--- src/rtl/single_source_shortest_path_unit_assert.svh ---
// Assertion macros shared by the shortest path unit RTL.
`ifndef SINGLE_SOURCE_SHORTEST_PATH_UNIT_ASSERT_SVH
`define SINGLE_SOURCE_SHORTEST_PATH_UNIT_ASSERT_SVH

// Same-cycle implication, sampled on clk_i, off while rst_ni is low.
`define SSSP_ASSERT_NOW(lbl, ante, cons) \
  lbl: assert property (@(posedge clk_i) disable iff (!rst_ni) (ante) |-> (cons)) \
    else $error("sssp assertion failed");

// Next-cycle implication, sampled on clk_i, off while rst_ni is low.
`define SSSP_ASSERT_NEXT(lbl, ante, cons) \
  lbl: assert property (@(posedge clk_i) disable iff (!rst_ni) (ante) |=> (cons)) \
    else $error("sssp assertion failed");

`endif

--- src/rtl/sssp_pkg.sv ---
// Shared types and constants of the shortest path unit.
package sssp_pkg;

  // fixed port widths
  localparam int unsigned VTX_W = 4;
  localparam int unsigned OP_W  = 2;
  localparam int unsigned CFG_W = 5;

  // vertex_count value after reset
  localparam logic [CFG_W-1:0] VCOUNT_RESET = 5'd16;

  // item operation codes
  typedef enum logic [OP_W-1:0] {
    OP_CLEAR = 2'd0,
    OP_WRITE = 2'd1,
    OP_RUN   = 2'd2
  } op_e;

  // modes of the shared add/compare unit
  typedef enum logic [1:0] {
    ALU_INIT   = 2'd0,
    ALU_SELECT = 2'd1,
    ALU_RELAX  = 2'd2
  } alu_op_e;

endpackage

--- src/rtl/sssp_ram.sv ---
// Generic simple dual-port RAM, one write and one registered read port.
module sssp_ram #(
  parameter int unsigned WIDTH = 16,
  parameter int unsigned DEPTH = 256
) (
  input  logic                     clk_i,
  input  logic                     we_i,
  input  logic [$clog2(DEPTH)-1:0] waddr_i,
  input  logic [WIDTH-1:0]         wdata_i,
  input  logic [$clog2(DEPTH)-1:0] raddr_i,
  output logic [WIDTH-1:0]         rdata_o
);

  logic [WIDTH-1:0] mem [DEPTH];
  logic [WIDTH-1:0] rdata_q;

  // write port and registered read port
  always_ff @(posedge clk_i) begin
    if (we_i) begin
      mem[waddr_i] <= wdata_i;
    end
    rdata_q <= mem[raddr_i];
  end

  assign rdata_o = rdata_q;

endmodule

--- src/rtl/sssp_alu.sv ---
// Shared saturating adder and comparator used by every sweep of a run.
module sssp_alu #(
  parameter int unsigned COST_BITS = 16,
  parameter int unsigned DIST_BITS = 20
) (
  input  sssp_pkg::alu_op_e     op_i,
  input  logic [DIST_BITS-1:0]  least_i,
  input  logic [COST_BITS-1:0]  cost_i,
  input  logic [DIST_BITS-1:0]  dist_i,
  output logic [DIST_BITS-1:0]  value_o,
  output logic                  take_o
);

  import sssp_pkg::*;

  localparam int unsigned SUM_W = ((COST_BITS > DIST_BITS) ? COST_BITS : DIST_BITS) + 1;

  logic [SUM_W-1:0]     add_a;
  logic [SUM_W-1:0]     sum_w;
  logic [SUM_W-1:0]     dist_all_w;
  logic [DIST_BITS-1:0] sum_sat;
  logic [DIST_BITS-1:0] cmp_a;
  logic [DIST_BITS-1:0] cmp_b;
  logic                 cost_none;
  logic                 lt;

  assign cost_none  = (cost_i == {COST_BITS{1'b1}});
  assign dist_all_w = SUM_W'({DIST_BITS{1'b1}});

  // one adder: init mode adds nothing so the cost saturates into distance range
  assign add_a   = (op_i == ALU_INIT) ? '0 : SUM_W'(least_i);
  assign sum_w   = add_a + SUM_W'(cost_i);
  assign sum_sat = (sum_w > dist_all_w) ? {DIST_BITS{1'b1}} : DIST_BITS'(sum_w);

  // one comparator
  assign cmp_a = (op_i == ALU_SELECT) ? dist_i  : sum_sat;
  assign cmp_b = (op_i == ALU_SELECT) ? least_i : dist_i;
  assign lt    = (cmp_a < cmp_b);

  always_comb begin
    case (op_i)
      ALU_INIT: begin
        value_o = cost_none ? {DIST_BITS{1'b1}} : sum_sat;
        take_o  = 1'b1;
      end
      ALU_SELECT: begin
        value_o = dist_i;
        take_o  = lt;
      end
      ALU_RELAX: begin
        value_o = sum_sat;
        take_o  = lt && !cost_none;
      end
      default: begin
        value_o = sum_sat;
        take_o  = 1'b0;
      end
    endcase
  end

endmodule

--- src/rtl/single_source_shortest_path_unit.sv ---
// Top level: dense-matrix Dijkstra unit with edge store, sequencer and result port.
//
//  channel  | handshake               | beat contents
//  ---------+-------------------------+------------------------------------------------
//  input    | in_valid_i / in_stall_o | operation, from/to vertex, edge cost, source
//  output   | out_valid_o/out_stall_i | vertex, distance, last
//  config   | cfg_we_i                | vertex_count (cfg_wdata_i)
//
// Clear drops all row valid bits. An edge write into a row written since the last clear
// goes to the RAM directly; a first write fills its row through the RAM write port.
// Run with n vertices: init sweep, then per round a select sweep, a pick state and a
// relax sweep on the shared add/compare unit, then a read and a load state per beat.
// Output stalls only extend the result phase.
// Reset needs no clearing pass: per-row valid bits make unwritten rows read as cleared.
`include "single_source_shortest_path_unit_assert.svh"

module single_source_shortest_path_unit #(
  parameter int unsigned MAX_VERTICES = 16,
  parameter int unsigned COST_BITS    = 16,
  parameter int unsigned DIST_BITS    = 20
) (
  input  logic                       clk_i,
  input  logic                       rst_ni,
  // configuration
  input  logic                       cfg_we_i,
  input  logic [sssp_pkg::CFG_W-1:0] cfg_wdata_i,
  // input channel
  input  logic                       in_valid_i,
  output logic                       in_stall_o,
  input  logic [sssp_pkg::OP_W-1:0]  operation_i,
  input  logic [sssp_pkg::VTX_W-1:0] from_vertex_i,
  input  logic [sssp_pkg::VTX_W-1:0] to_vertex_i,
  input  logic [COST_BITS-1:0]       edge_cost_i,
  input  logic [sssp_pkg::VTX_W-1:0] source_vertex_i,
  // output channel
  output logic                       out_valid_o,
  input  logic                       out_stall_i,
  output logic [sssp_pkg::VTX_W-1:0] vertex_o,
  output logic [DIST_BITS-1:0]       distance_o,
  output logic                       last_o
);

  import sssp_pkg::*;

  localparam int unsigned IW        = $clog2(MAX_VERTICES);
  localparam int unsigned CW        = $clog2(MAX_VERTICES + 1);
  localparam int unsigned ADJ_DEPTH = 1 << (2 * IW);
  localparam int unsigned DST_DEPTH = 1 << IW;

  localparam logic [COST_BITS-1:0] COST_ALL = {COST_BITS{1'b1}};
  localparam logic [DIST_BITS-1:0] DIST_ALL = {DIST_BITS{1'b1}};

  typedef enum logic [7:0] {
    ST_IDLE   = 8'b0000_0001,
    ST_FILL   = 8'b0000_0010,
    ST_INIT   = 8'b0000_0100,
    ST_SEL    = 8'b0000_1000,
    ST_PICK   = 8'b0001_0000,
    ST_RELAX  = 8'b0010_0000,
    ST_OUT_RD = 8'b0100_0000,
    ST_OUT_LD = 8'b1000_0000
  } state_e;

  // control registers
  state_e              state_q, state_d;
  logic [CFG_W-1:0]    vcount_q, vcount_d;
  logic [CW-1:0]       n_q, n_d;
  logic                src_ok_q, src_ok_d;
  logic [CW-1:0]       round_q, round_d;
  logic [IW-1:0]       j_q, j_d;
  logic                issue_q, issue_d;
  logic                vd_q, vd_d;
  logic [IW-1:0]       jd_q, jd_d;
  logic                found_q, found_d;
  logic [MAX_VERTICES-1:0] sel_q, sel_d;
  logic [MAX_VERTICES-1:0] row_valid_q, row_valid_d;
  logic                out_valid_q, out_valid_d;

  // payload registers
  logic [IW-1:0]        src_q, src_d;
  logic [IW-1:0]        row_q, row_d;
  logic [IW-1:0]        to_q, to_d;
  logic [IW-1:0]        col_q, col_d;
  logic [COST_BITS-1:0] cost_q, cost_d;
  logic [DIST_BITS-1:0] least_q, least_d;
  logic [IW-1:0]        pick_q, pick_d;
  logic [VTX_W-1:0]     vertex_q, vertex_d;
  logic [DIST_BITS-1:0] distance_q, distance_d;
  logic                 last_q, last_d;

  // datapath signals
  logic                 in_fire;
  logic                 out_free;
  logic [CW-1:0]        n_run;
  logic                 src_in_range;
  logic                 edge_in_range;
  logic [IW-1:0]        from_idx;
  logic [IW-1:0]        to_idx;
  logic [IW-1:0]        src_idx;
  logic                 jd_last;
  logic                 j_last;
  logic [IW-1:0]        rowsel;

  logic                 adj_we;
  logic [2*IW-1:0]      adj_waddr;
  logic [COST_BITS-1:0] adj_wdata;
  logic [COST_BITS-1:0] adj_rdata;
  logic [COST_BITS-1:0] adj_cost;

  logic                 dst_we;
  logic [DIST_BITS-1:0] dst_wdata;
  logic [DIST_BITS-1:0] dst_rdata;

  alu_op_e              alu_op;
  logic [DIST_BITS-1:0] alu_value;
  logic                 alu_take;

  assign in_stall_o = (state_q != ST_IDLE);
  assign in_fire    = in_valid_i && !in_stall_o;
  assign out_free   = !out_valid_q || !out_stall_i;

  // field decode
  assign from_idx      = IW'(from_vertex_i);
  assign to_idx        = IW'(to_vertex_i);
  assign src_idx       = IW'(source_vertex_i);
  assign edge_in_range = (32'(from_vertex_i) < MAX_VERTICES) && (32'(to_vertex_i) < MAX_VERTICES);

  // vertex count in use: zero reads as one, large values clamp
  always_comb begin
    if (vcount_q == '0) begin
      n_run = CW'(1);
    end else if (32'(vcount_q) > MAX_VERTICES) begin
      n_run = CW'(MAX_VERTICES);
    end else begin
      n_run = CW'(vcount_q);
    end
  end
  assign src_in_range = (32'(source_vertex_i) < 32'(n_run));

  assign jd_last = (CW'(jd_q) == n_q - CW'(1));
  assign j_last  = (CW'(j_q) == n_q - CW'(1));

  // adjacency row read by the current sweep
  assign rowsel = (state_q == ST_INIT) ? src_q : pick_q;

  // unwritten rows read as cleared: zero on the diagonal, no edge elsewhere
  always_comb begin
    if (row_valid_q[rowsel]) begin
      adj_cost = adj_rdata;
    end else if (jd_q == rowsel) begin
      adj_cost = '0;
    end else begin
      adj_cost = COST_ALL;
    end
  end

  // adjacency write port: direct edge write or row fill
  always_comb begin
    if (state_q == ST_FILL) begin
      adj_we    = 1'b1;
      adj_waddr = {row_q, col_q};
      if (col_q == to_q) begin
        adj_wdata = cost_q;
      end else if (col_q == row_q) begin
        adj_wdata = '0;
      end else begin
        adj_wdata = COST_ALL;
      end
    end else begin
      adj_we    = in_fire && (operation_i == OP_WRITE) && edge_in_range && row_valid_q[from_idx];
      adj_waddr = {from_idx, to_idx};
      adj_wdata = edge_cost_i;
    end
  end

  // shared unit mode follows the sweep
  always_comb begin
    case (state_q)
      ST_INIT: alu_op = ALU_INIT;
      ST_SEL:  alu_op = ALU_SELECT;
      default: alu_op = ALU_RELAX;
    endcase
  end

  // distance store writes: init sweep fills, relax sweep improves
  always_comb begin
    dst_we    = 1'b0;
    dst_wdata = alu_value;
    if (vd_q && (state_q == ST_INIT)) begin
      dst_we = 1'b1;
      if (!src_ok_q) begin
        dst_wdata = DIST_ALL;
      end else if (jd_q == src_q) begin
        dst_wdata = '0;
      end
    end else if (vd_q && (state_q == ST_RELAX)) begin
      dst_we = !sel_q[jd_q] && alu_take;
    end
  end

  sssp_ram #(
    .WIDTH (COST_BITS),
    .DEPTH (ADJ_DEPTH)
  ) u_adj_ram (
    .clk_i   (clk_i),
    .we_i    (adj_we),
    .waddr_i (adj_waddr),
    .wdata_i (adj_wdata),
    .raddr_i ({rowsel, j_q}),
    .rdata_o (adj_rdata)
  );

  sssp_ram #(
    .WIDTH (DIST_BITS),
    .DEPTH (DST_DEPTH)
  ) u_dst_ram (
    .clk_i   (clk_i),
    .we_i    (dst_we),
    .waddr_i (jd_q),
    .wdata_i (dst_wdata),
    .raddr_i (j_q),
    .rdata_o (dst_rdata)
  );

  sssp_alu #(
    .COST_BITS (COST_BITS),
    .DIST_BITS (DIST_BITS)
  ) u_alu (
    .op_i    (alu_op),
    .least_i (least_q),
    .cost_i  (adj_cost),
    .dist_i  (dst_rdata),
    .value_o (alu_value),
    .take_o  (alu_take)
  );

  // sequencer
  always_comb begin
    state_d     = state_q;
    vcount_d    = vcount_q;
    n_d         = n_q;
    src_ok_d    = src_ok_q;
    round_d     = round_q;
    j_d         = j_q;
    issue_d     = issue_q;
    vd_d        = 1'b0;
    jd_d        = j_q;
    found_d     = found_q;
    sel_d       = sel_q;
    row_valid_d = row_valid_q;
    src_d       = src_q;
    row_d       = row_q;
    to_d        = to_q;
    col_d       = col_q;
    cost_d      = cost_q;
    least_d     = least_q;
    pick_d      = pick_q;
    vertex_d    = vertex_q;
    distance_d  = distance_q;
    last_d      = last_q;
    out_valid_d = (out_valid_q && !out_stall_i) ? 1'b0 : out_valid_q;

    if (cfg_we_i) begin
      vcount_d = cfg_wdata_i;
    end

    // sweep issue: one address per cycle, data in the next cycle
    if (issue_q && (state_q == ST_INIT || state_q == ST_SEL || state_q == ST_RELAX)) begin
      vd_d    = 1'b1;
      j_d     = j_q + IW'(1);
      issue_d = !j_last;
    end

    case (state_q)
      ST_IDLE: begin
        if (in_fire) begin
          case (operation_i)
            OP_CLEAR: begin
              row_valid_d = '0;
            end
            OP_WRITE: begin
              if (edge_in_range && !row_valid_q[from_idx]) begin
                row_d   = from_idx;
                to_d    = to_idx;
                cost_d  = edge_cost_i;
                col_d   = '0;
                state_d = ST_FILL;
              end
            end
            OP_RUN: begin
              n_d      = n_run;
              src_ok_d = src_in_range;
              src_d    = src_idx;
              sel_d    = src_in_range ? (MAX_VERTICES'(1) << src_idx) : '0;
              j_d      = '0;
              issue_d  = 1'b1;
              state_d  = ST_INIT;
            end
            default: begin
            end
          endcase
        end
      end
      ST_FILL: begin
        col_d = col_q + IW'(1);
        if (col_q == IW'(MAX_VERTICES - 1)) begin
          row_valid_d[row_q] = 1'b1;
          state_d            = ST_IDLE;
        end
      end
      ST_INIT: begin
        if (vd_q && jd_last) begin
          j_d     = '0;
          issue_d = 1'b1;
          if (!src_ok_q || n_q == CW'(1)) begin
            state_d = ST_OUT_RD;
          end else begin
            round_d = CW'(1);
            least_d = DIST_ALL;
            found_d = 1'b0;
            state_d = ST_SEL;
          end
        end
      end
      ST_SEL: begin
        // running minimum over unselected vertices, lowest index wins ties
        if (vd_q && !sel_q[jd_q] && alu_take) begin
          least_d = alu_value;
          pick_d  = jd_q;
          found_d = 1'b1;
        end
        if (vd_q && jd_last) begin
          state_d = ST_PICK;
        end
      end
      ST_PICK: begin
        j_d     = '0;
        issue_d = 1'b1;
        if (found_q) begin
          sel_d[pick_q] = 1'b1;
          state_d       = ST_RELAX;
        end else begin
          state_d = ST_OUT_RD;
        end
      end
      ST_RELAX: begin
        if (vd_q && jd_last) begin
          j_d     = '0;
          issue_d = 1'b1;
          round_d = round_q + CW'(1);
          if (round_q + CW'(1) == n_q) begin
            state_d = ST_OUT_RD;
          end else begin
            least_d = DIST_ALL;
            found_d = 1'b0;
            state_d = ST_SEL;
          end
        end
      end
      ST_OUT_RD: begin
        // distance read is issued once the output register frees up
        if (out_free) begin
          state_d = ST_OUT_LD;
        end
      end
      ST_OUT_LD: begin
        out_valid_d = 1'b1;
        vertex_d    = VTX_W'(j_q);
        distance_d  = dst_rdata;
        last_d      = j_last;
        if (j_last) begin
          state_d = ST_IDLE;
        end else begin
          j_d     = j_q + IW'(1);
          state_d = ST_OUT_RD;
        end
      end
      default: begin
        state_d = ST_IDLE;
      end
    endcase
  end

  // control state
  always_ff @(posedge clk_i or negedge rst_ni) begin
    if (!rst_ni) begin
      state_q     <= ST_IDLE;
      vcount_q    <= VCOUNT_RESET;
      n_q         <= CW'(1);
      src_ok_q    <= 1'b0;
      round_q     <= '0;
      j_q         <= '0;
      issue_q     <= 1'b0;
      vd_q        <= 1'b0;
      jd_q        <= '0;
      found_q     <= 1'b0;
      sel_q       <= '0;
      row_valid_q <= '0;
      out_valid_q <= 1'b0;
    end else begin
      state_q     <= state_d;
      vcount_q    <= vcount_d;
      n_q         <= n_d;
      src_ok_q    <= src_ok_d;
      round_q     <= round_d;
      j_q         <= j_d;
      issue_q     <= issue_d;
      vd_q        <= vd_d;
      jd_q        <= jd_d;
      found_q     <= found_d;
      sel_q       <= sel_d;
      row_valid_q <= row_valid_d;
      out_valid_q <= out_valid_d;
    end
  end

  // payload
  always_ff @(posedge clk_i) begin
    src_q      <= src_d;
    row_q      <= row_d;
    to_q       <= to_d;
    col_q      <= col_d;
    cost_q     <= cost_d;
    least_q    <= least_d;
    pick_q     <= pick_d;
    vertex_q   <= vertex_d;
    distance_q <= distance_d;
    last_q     <= last_d;
  end

  assign out_valid_o = out_valid_q;
  assign vertex_o    = vertex_q;
  assign distance_o  = distance_q;
  assign last_o      = last_q;

  // checks
  `SSSP_ASSERT_NEXT(a_load_shows_beat, state_q == ST_OUT_LD, out_valid_o)
  `SSSP_ASSERT_NOW(a_relax_pick_selected, state_q == ST_RELAX, sel_q[pick_q])
  `SSSP_ASSERT_NOW(a_sel_within_count, 1'b1, $countones(sel_q) <= 32'(n_q))
  `SSSP_ASSERT_NOW(a_dist_write_phase, dst_we, state_q == ST_INIT || state_q == ST_RELAX)
  `SSSP_ASSERT_NOW(a_fill_row_unwritten, state_q == ST_FILL, !row_valid_q[row_q])

endmodule

--- config.mk ---
export PLATFORM = sky130hd
export DESIGN_NAME = single_source_shortest_path_unit
export DESIGN_NICKNAME = d
export VERILOG_FILES = /design/src/rtl/sssp_pkg.sv /design/src/rtl/sssp_ram.sv /design/src/rtl/sssp_alu.sv /design/src/rtl/single_source_shortest_path_unit.sv
export VERILOG_INCLUDE_DIRS = /design/src /design/src/rtl
export SDC_FILE = /design/constraint.sdc
export NUM_CORES = 2
export LEC_CHECK = 0
export BUFFER_PORTS_ARGS = -buffer_cell sky130_fd_sc_hd__buf_2
export CORE_MARGIN = 2
export CORE_UTILIZATION = 35
export DETAILED_ROUTE_END_ITERATION = 6
export PLACE_DENSITY = 0.51
export SLEW_MARGIN = 0
export SYNTH_ARGS = -nofsm -noshare
export SYNTH_HDL_FRONTEND = slang
export SYNTH_HIERARCHICAL = 1
export SYNTH_MEMORY_MAX_BITS = 65536
export SYNTH_SLANG_ARGS = --single-unit
--- constraint.sdc ---
create_clock -name clk_i -period 28.2 [get_ports clk_i]
set_input_delay 5.64 -clock clk_i [delete_from_list [all_inputs] [get_ports clk_i]]
set_output_delay 5.64 -clock clk_i [all_outputs]
set_load 0.01 [all_outputs]
### Word-level counts from Yosys, hierarchy flattened

Memory sizes are Yosys's and may differ from the RTL's. A register that Yosys moved wholly into a read port is not among the register bits.
Index checks and enable logic that the tools add are counted.

| word-level totals | value |
|---|---|
| bits in registers | 149 |
| RAM bits | 4416 |
| input port bits | 40 |
| output and inout port bits | 27 |
| logic and storage cells | 220 |
| memories | 2 |

| operators by class | value |
|---|---|
| add/sub/neg operators | 5 |
| order comparisons | 11 |
| equality and inequality tests | 39 |
| shift-type cells | 1 |
| multiplexer cells | 93 |
| bitwise operators | 3 |
| reductions and logical operators | 43 |

Memory list:

| name | words | bits a word | read ports | clocked after memory_dff | wr ports | RTL line | source |
|---|---|---|---|---|---|---|---|
| u_adj_ram.mem | 256 | 16 | 1 | 1 | 1 | sssp_ram.sv:14 | `logic [WIDTH-1:0] mem [DEPTH];` |
| u_dst_ram.mem | 16 | 20 | 1 | 1 | 1 | sssp_ram.sv:14 |  |

Operators by type and width:

| kind | number |
|---|---|
| $mux W20 | 13 |
| $mux W16 | 12 |
| $mux W8 | 8 |
| $pmux W16 S2 | 2 |
| $pmux W8 S8 | 1 |
| $pmux W20 S3 | 1 |
| $pmux W20 S2 | 1 |
| $mux W4 | 9 |
| $or A16 B16 Y16 | 2 |
| $mux W7 | 4 |
| $lt A4 B5 Y1 const B | 5 |
| $mux W5 | 5 |
| $mux W1 | 24 |
| $add A21 B16 Y21 | 1 |
| $gt A21 B20 Y1 const B | 1 |
| $lt A20 B20 Y1 | 1 |
| $reduce_and A4 Y1 | 5 |
| $eq A16 B16 Y1 const B | 1 |
| $eq A4 B4 Y1 | 4 |
| $pmux W4 S4 | 1 |
| $pmux W8 S2 | 1 |
| $shl A1 B4 Y16 const A | 1 |
| $logic_and A1 B1 Y1 | 14 |
| $ne A2 B1 Y1 const B | 7 |
| other kinds (42) | 71 |

### Longest topological paths before layout

| depth | value |
|---|---|
| depth after elaboration | 17 |
| depth in mapped cells | 33 |
| mapped depth without buffers | 29 |

### Cells and area by module

The synthesis kept the hierarchy.

Modules (own cells, without submodules):

| module | times used | cells an instance | area each (µm²) | sequential area each (µm²) |
|---|---|---|---|---|
| sssp_ram (u_adj_ram) | 1 | 7360 | 158714.7 | 123318.3 |
| sssp_ram (u_dst_ram) | 1 | 533 | 12530.8 | 10009.6 |
| single_source_shortest_path_unit | 1 | 774 | 8106.5 | 4137.7 |
| sssp_alu | 1 | 299 | 2137.0 | 0.0 |

### Worst setup path after synthesis

OpenSTA, ideal clock, no wires.

| timing path | value |
|---|---|
| path kind | register to register |
| start point | reg state_q[2] |
| end point | mem u_adj_ram.mem[0][15] (data pin) |
| library setup time | 2231 ps |
| arrival | 12077 ps |
| required time | 25969 ps |
| path slack | 13891 ps |
| cell stages (with the launch flop) | 6 |
| path buffers | 2 |
| period minus slack after synthesis | 14309 ps |
| path through | dfrtp_1 > or4_1 > or3_1 > clkbuf_1 > buf_1 > o31ai_1 |

| on the way | value |
|---|---|
| cells in the longest elaborated chain, start to end | 2 |

Ends and longest elaborated chain:

| item | RTL line | source |
|---|---|---|
| start, declared | single_source_shortest_path_unit.sv:65 | `state_e state_q, state_d;` |
| start signal, assigned | single_source_shortest_path_unit.sv:401 | `state_q <= state_d;` |
| $eq A8 B2 Y1 | single_source_shortest_path_unit.sv:159 | `if (state_q == ST_FILL) begin` |
| $mux W16 | single_source_shortest_path_unit.sv:159 |  |
| net adj_wdata[15] | single_source_shortest_path_unit.sv:106 | `logic [COST_BITS-1:0] adj_wdata;` |
| end, declared | sssp_ram.sv:14 |  |

The timed path passes the listed nets, and every way through them passes these cells.

### Worst setup path after layout

| timing path | value |
|---|---|
| start point | reg state_q[4] |
| end point | mem u_dst_ram/mem[3][2] in the netlist's numbering, enable pin |

| on the way | value |
|---|---|
| cells in the longest elaborated chain, start to end | 17 |
| elaborated cells on any way between the ends | 31 |
| classes of those cells | 1 x add/sub; 2 x order compare; 7 x eq/ne; 15 x mux; 6 x reduce/logical |

Ends and longest elaborated chain:

| item | RTL line | source |
|---|---|---|
| $eq A8 B3 Y1 (*) | single_source_shortest_path_unit.sv:144 | `assign rowsel = (state_q == ST_INIT) ? src_q : pick_q;` |
| $mux W4 (*) | single_source_shortest_path_unit.sv:144 |  |
| $bmux W1 S4 or $eq A4 B4 Y1 (tied branches) | single_source_shortest_path_unit.sv:148, single_source_shortest_path_unit.sv:150 |  |
| $mux W1 (not written as such) or $mux W16 (tied branches) | single_source_shortest_path_unit.sv:148, single_source_shortest_path_unit.sv:150 |  |
| $mux W16 (*) | single_source_shortest_path_unit.sv:148 | `if (row_valid_q[rowsel]) begin` |
| net adj_cost[5] | single_source_shortest_path_unit.sv:108 | `logic [COST_BITS-1:0] adj_cost;` |
| $add A21 B16 Y21 | sssp_alu.sv:32 | `assign sum_w = add_a + SUM_W'(cost_i);` |
| $gt A21 B20 Y1 | sssp_alu.sv:33 | `assign sum_sat = (sum_w > dist_all_w) ? {DIST_BITS{1'b1}} : DIST_BITS'(sum_w);` |
| [... 4 more ...] | - |  |
| $pmux W1 S3 (*) | sssp_alu.sv:41 | `case (op_i)` |
| net alu_take | single_source_shortest_path_unit.sv:116 | `logic alu_take;` |
| $logic_and A1 B1 Y1 (*) | single_source_shortest_path_unit.sv:197 | `dst_we = !sel_q[jd_q] && alu_take;` |
| $mux W1 (*) | single_source_shortest_path_unit.sv:196 | `end else if (vd_q && (state_q == ST_RELAX)) begin` |
| $mux W1 (*) | single_source_shortest_path_unit.sv:189 | `if (vd_q && (state_q == ST_INIT)) begin` |
| net dst_we | single_source_shortest_path_unit.sv:110 | `logic dst_we;` |
| $mux W1 (*) | sssp_ram.sv:19 | `if (we_i) begin` |
| $mux W1 (not written as such) (*) | sssp_ram.sv:20 | `mem[waddr_i] <= wdata_i;` |
| end, declared | sssp_ram.sv:14 |  |

The timed path passes the listed nets; every way through them passes the cells marked *. The select of a mux whose other input is x is not followed.

==> results.sh <==
export IMPL_drt_pass1_iter_count=6
export IMPL_period_share_pct=37.4
export IMPL_setup_worst_path_start_class="register"
export IMPL_num_rows=264
export IMPL_setup_viol=0
export IMPL_ys_types=93
export IMPL_multi_input_area_um2=41400
export IMPL_p_leak_uw=0.0635
export IMPL_regArea_um2=137000
export IMPL_ctsResizeCount=0
export IMPL_cp_required_ns=28.83
export IMPL_ff2ff_setup_slack_ns=17.66
export IMPL_fin_nets=9432
export IMPL_grt_max_degree=165
export IMPL_fmax_mhz=94.9
export IMPL_clkSinkCount=4601
export IMPL_viasPerCell=5.54
export IMPL_synthArstFlopShare_pct=1.48
export IMPL_ant_nets=0
export IMPL_worstHoldStart="u_dst_ram/rdata_o[7]$_DFF_P_"
export IMPL_rr_worst_depth=27
export IMPL_critPathSlowestCell="o32ai_2"
export IMPL_cp_num_buf_inv=0
export IMPL_cts_buffer_depth=4
export IMPL_ys_flop_type="edfxtp_1"
export IMPL_maxCapViolCount=0
export IMPL_yosysWarningCount=6
export IMPL_netlist_instances=8966
export IMPL_setup_tns_ns=0
export IMPL_hpwl_mm=315
export IMPL_cp_max_fo=20
export IMPL_rsz0062_at_grt="false"
export IMPL_tightest_slew_ns=1.41
export IMPL_synth_seq_area_share_pct=75.7
export IMPL_drive_above_1_share_pct=23.8
export IMPL_drv_slew=0
export IMPL_syn_avg_cell_area_um2=20.2
export IMPL_fin_skew_ns=0.0580
export IMPL_cts_tree="built"
export IMPL_total_power_uw=19500
export IMPL_min_path_cells=0
export IMPL_start_util_pct=35.1
export IMPL_dieWidth_um=724
export IMPL_synth_nets=9053
export IMPL_syn_area_um2=181000
export IMPL_hold_path_class="reg2reg"
export IMPL_grt_pass1_vias=91200
export IMPL_cp_slowest_stage_delay_ns=0.97
export IMPL_core_um2=517000
export IMPL_arrival_ns=11.17
export IMPL_timing_rr_end="u_dst_ram/mem[3][2]$_DFFE_PP_"
export IMPL_die_h_um=724
export IMPL_cts_root_buf="clkbuf_16"
export IMPL_area_growth_pct=13.9
export IMPL_cts_hold_buf=0
export IMPL_drt_iter0_markers=11900
export IMPL_drc=0
export IMPL_ioPinCount=67
export IMPL_post_drt_wl_per_cell_um=30.9
export IMPL_endpoint_kind="register"
export IMPL_routabilityCongestion=0.861
export IMPL_ir_drop_uv=67.0
export IMPL_ys_ff_latch=4601
export IMPL_cts_buffers=466
export IMPL_hold_viol_final=0
export IMPL_grt_total_usage_pct=19.2
export IMPL_holdPathEnd="distance_o[7]$_DFFE_PP_"
export IMPL_grt_first_pass_wirelength_mm=718
export IMPL_cp_top_family="simple AND/OR/NAND/NOR gates"
export IMPL_p_per_area_nw_per_um2=94.3
export IMPL_cts_setup_buffers=0
export IMPL_maxSlewHeadroom_pct=5.46
export IMPL_period_needed_ns=10.54
export IMPL_die_area_um2=524000
export IMPL_criticalPathCategory="reg2reg"
export IMPL_wl_mm=516
export IMPL_worstSkewPairLatency_ns=1.05
export IMPL_clk_pin_slew_ns=0.06
export IMPL_fillers=45900
export IMPL_synth_edf_count=4497
export IMPL_status="complete, no violations"
export IMPL_io_buffers=66
export IMPL_vias=92400
export IMPL_antenna_found_initial=31
export IMPL_htree_levels=5
export IMPL_r2r_start="state_q[4]$_DFFE_PN0P_"
export IMPL_grt_overflow_total=0
cell type report:
type                            count  share of cell area, %
Clock buffer                      574                   5.96
Timing Repair Buffer              452                   1.67
Clock inverter                    308                   1.52
Sequential cell                  4601                   66.5
Tap cell                         6916                   4.19
Multi-Input combinational cell   3793                   20.1
Inverter                           31                 0.0624
Antenna cell                       17                 0.0206
worst max path at each step:
| stage | startpoint | endpoint | slack (ns) | cells after the start |
|---|---|---|---|---|
| after floorplan | state_q[2]$_DFFE_PN0P_ | u_adj_ram/mem[0][15]$_DFFE_PP_ | 13.89 | 5 |
| after global placement | from_vertex_i[0] | u_adj_ram/mem[51][11]$_DFFE_PP_ | 17.86 | 9 |
| after detailed placement | from_vertex_i[0] | u_adj_ram/mem[187][9]$_DFFE_PP_ | 17.71 | 8 |
| after CTS | state_q[4]$_DFFE_PN0P_ | u_dst_ram/mem[3][14]$_DFFE_PP_ | 17.82 | 27 |
| after global routing | state_q[4]$_DFFE_PN0P_ | u_dst_ram/mem[2][4]$_DFFE_PP_ | 16.98 | 27 |
| final | state_q[4]$_DFFE_PN0P_ | u_dst_ram/mem[3][2]$_DFFE_PP_ | 17.66 | 27 |
state kept, by name (all words and copies together), names as in the netlist, 5 cells and up:
name / flops
cost_q: 16
row_valid_q: 16
u_adj_ram/mem: 4096
round_q: 5
distance_o: 20
vcount_q: 5
state_q: 8
n_q: 5
sel_q: 16
least_q: 20
u_dst_ram/rdata_o: 20
u_adj_ram/rdata_o: 16
u_dst_ram/mem: 320
where the power goes:
group / switching [uW] / internal (uW)
Clock: 2660 / 3590
Combinational: 3240 / 1600
Sequential: 103 / 8290
cell usage after synthesis, drive strengths merged (7+ instances only):
master / count / area (um2)
a22o: 36 / 315
nor4: 26 / 169
o211ai: 9 / 72.6
nand2: 143 / 537
mux2: 101 / 1140
buf: 247 / 2020
and3: 19 / 119
o22ai: 152 / 951
a2111oi: 9 / 78.8
nand2b: 51 / 327
nor2b: 39 / 244
o22a: 12 / 105
a21oi: 256 / 1280
mux2i: 595 / 5960
dfrtp: 65 / 1630
a211oi: 21 / 163
a21o: 39 / 300
o31ai: 36 / 275
clkbuf: 294 / 1100
inv: 31 / 116
a31oi: 27 / 169
dfxtp: 36 / 721
xnor2: 16 / 140
nand3: 72 / 360
ha: 46 / 576
a221oi: 30 / 263
o221ai: 253 / 2220
or3: 7 / 43.8
nor3: 113 / 582
a22oi: 85 / 638
or2: 16 / 100
and2: 7 / 43.8
xor2: 23 / 201
edfxtp: 4497 / 135000
mux4: 890 / 20100
nor2: 438 / 1670
o21ai: 85 / 425
nand4: 44 / 275
o32ai: 24 / 233
logic make-up (layout without fill, tap and decap cells):
family | Yosys count | count (layout) | synth area share (%)
mux | 1586 | 1586 | 15.0
simple gates | 1008 | 1008 | 2.62
flops | 4601 | 4601 | 75.7
xor+xnor | 42 | 42 | 0.226
other cells | 0 | 17 | 0
buf+inv | 572 | 1365 | 1.78
fa+ha+maj | 47 | 47 | 0.328
compound gates | 1110 | 1110 | 4.31
metrics by stage:
step,setup slack [ns],area [um2],hold slack (ns),utilization [%],instances
finish,17.66,207000,0.502,40.0,16700
global route,16.98,207000,0.528,40.0,16700
CTS,17.82,207000,0.495,40.0,16700
detailed placement,17.71,191000,0.484,37.0,15800
global placement,17.86,191000,0.470,37.0,15800
floorplan,13.89,181000,0.426,-,8966
cell usage in the layout (no fill, tap or decap), types with 30 or more instances in the layout:
| cell | synthesis | layout |
|---|---|---|
| buf_4 | 30 | 367 |
| dfrtp_1 | 65 | 61 |
| a22o_1 | 36 | 36 |
| edfxtp_1 | 4497 | 4497 |
| clkbuf_16 | 0 | 473 |
| o22ai_1 | 152 | 152 |
| dfxtp_1 | 36 | 36 |
| nand2b_1 | 50 | 48 |
| clkinv_1 | 0 | 97 |
| a21o_1 | 38 | 38 |
| o221ai_1 | 252 | 252 |
| a221oi_1 | 30 | 30 |
| mux2_2 | 100 | 100 |
| buf_2 | 82 | 66 |
| nor3_1 | 111 | 105 |
| mux4_2 | 874 | 874 |
| ha_1 | 46 | 46 |
| nor2_1 | 427 | 323 |
| nand2_1 | 143 | 141 |
| a22oi_1 | 85 | 85 |
| nand4_1 | 44 | 44 |
| nor2b_1 | 39 | 37 |
| clkbuf_1 | 294 | 90 |
| o21ai_0 | 80 | 80 |
| a21oi_1 | 256 | 256 |
| nand3_1 | 72 | 62 |
| bufinv_16 | 0 | 53 |
| nor2_2 | 11 | 114 |
| clkinv_2 | 0 | 99 |
| mux2i_1 | 595 | 595 |
layer usage:
metal  up-vias  share of wire, %  wire [um]  GRT usage (%)
met2      3658                46     239000           30.1
met3       652               7.6      39400           3.38
met4         8               2.6      13200           4.64
met1     49700                44     225000           27.9
li1      38400                 -          -              -
met5         -            0.0097         50              0
No activity file was read; power rests on OpenSTA's default activity.
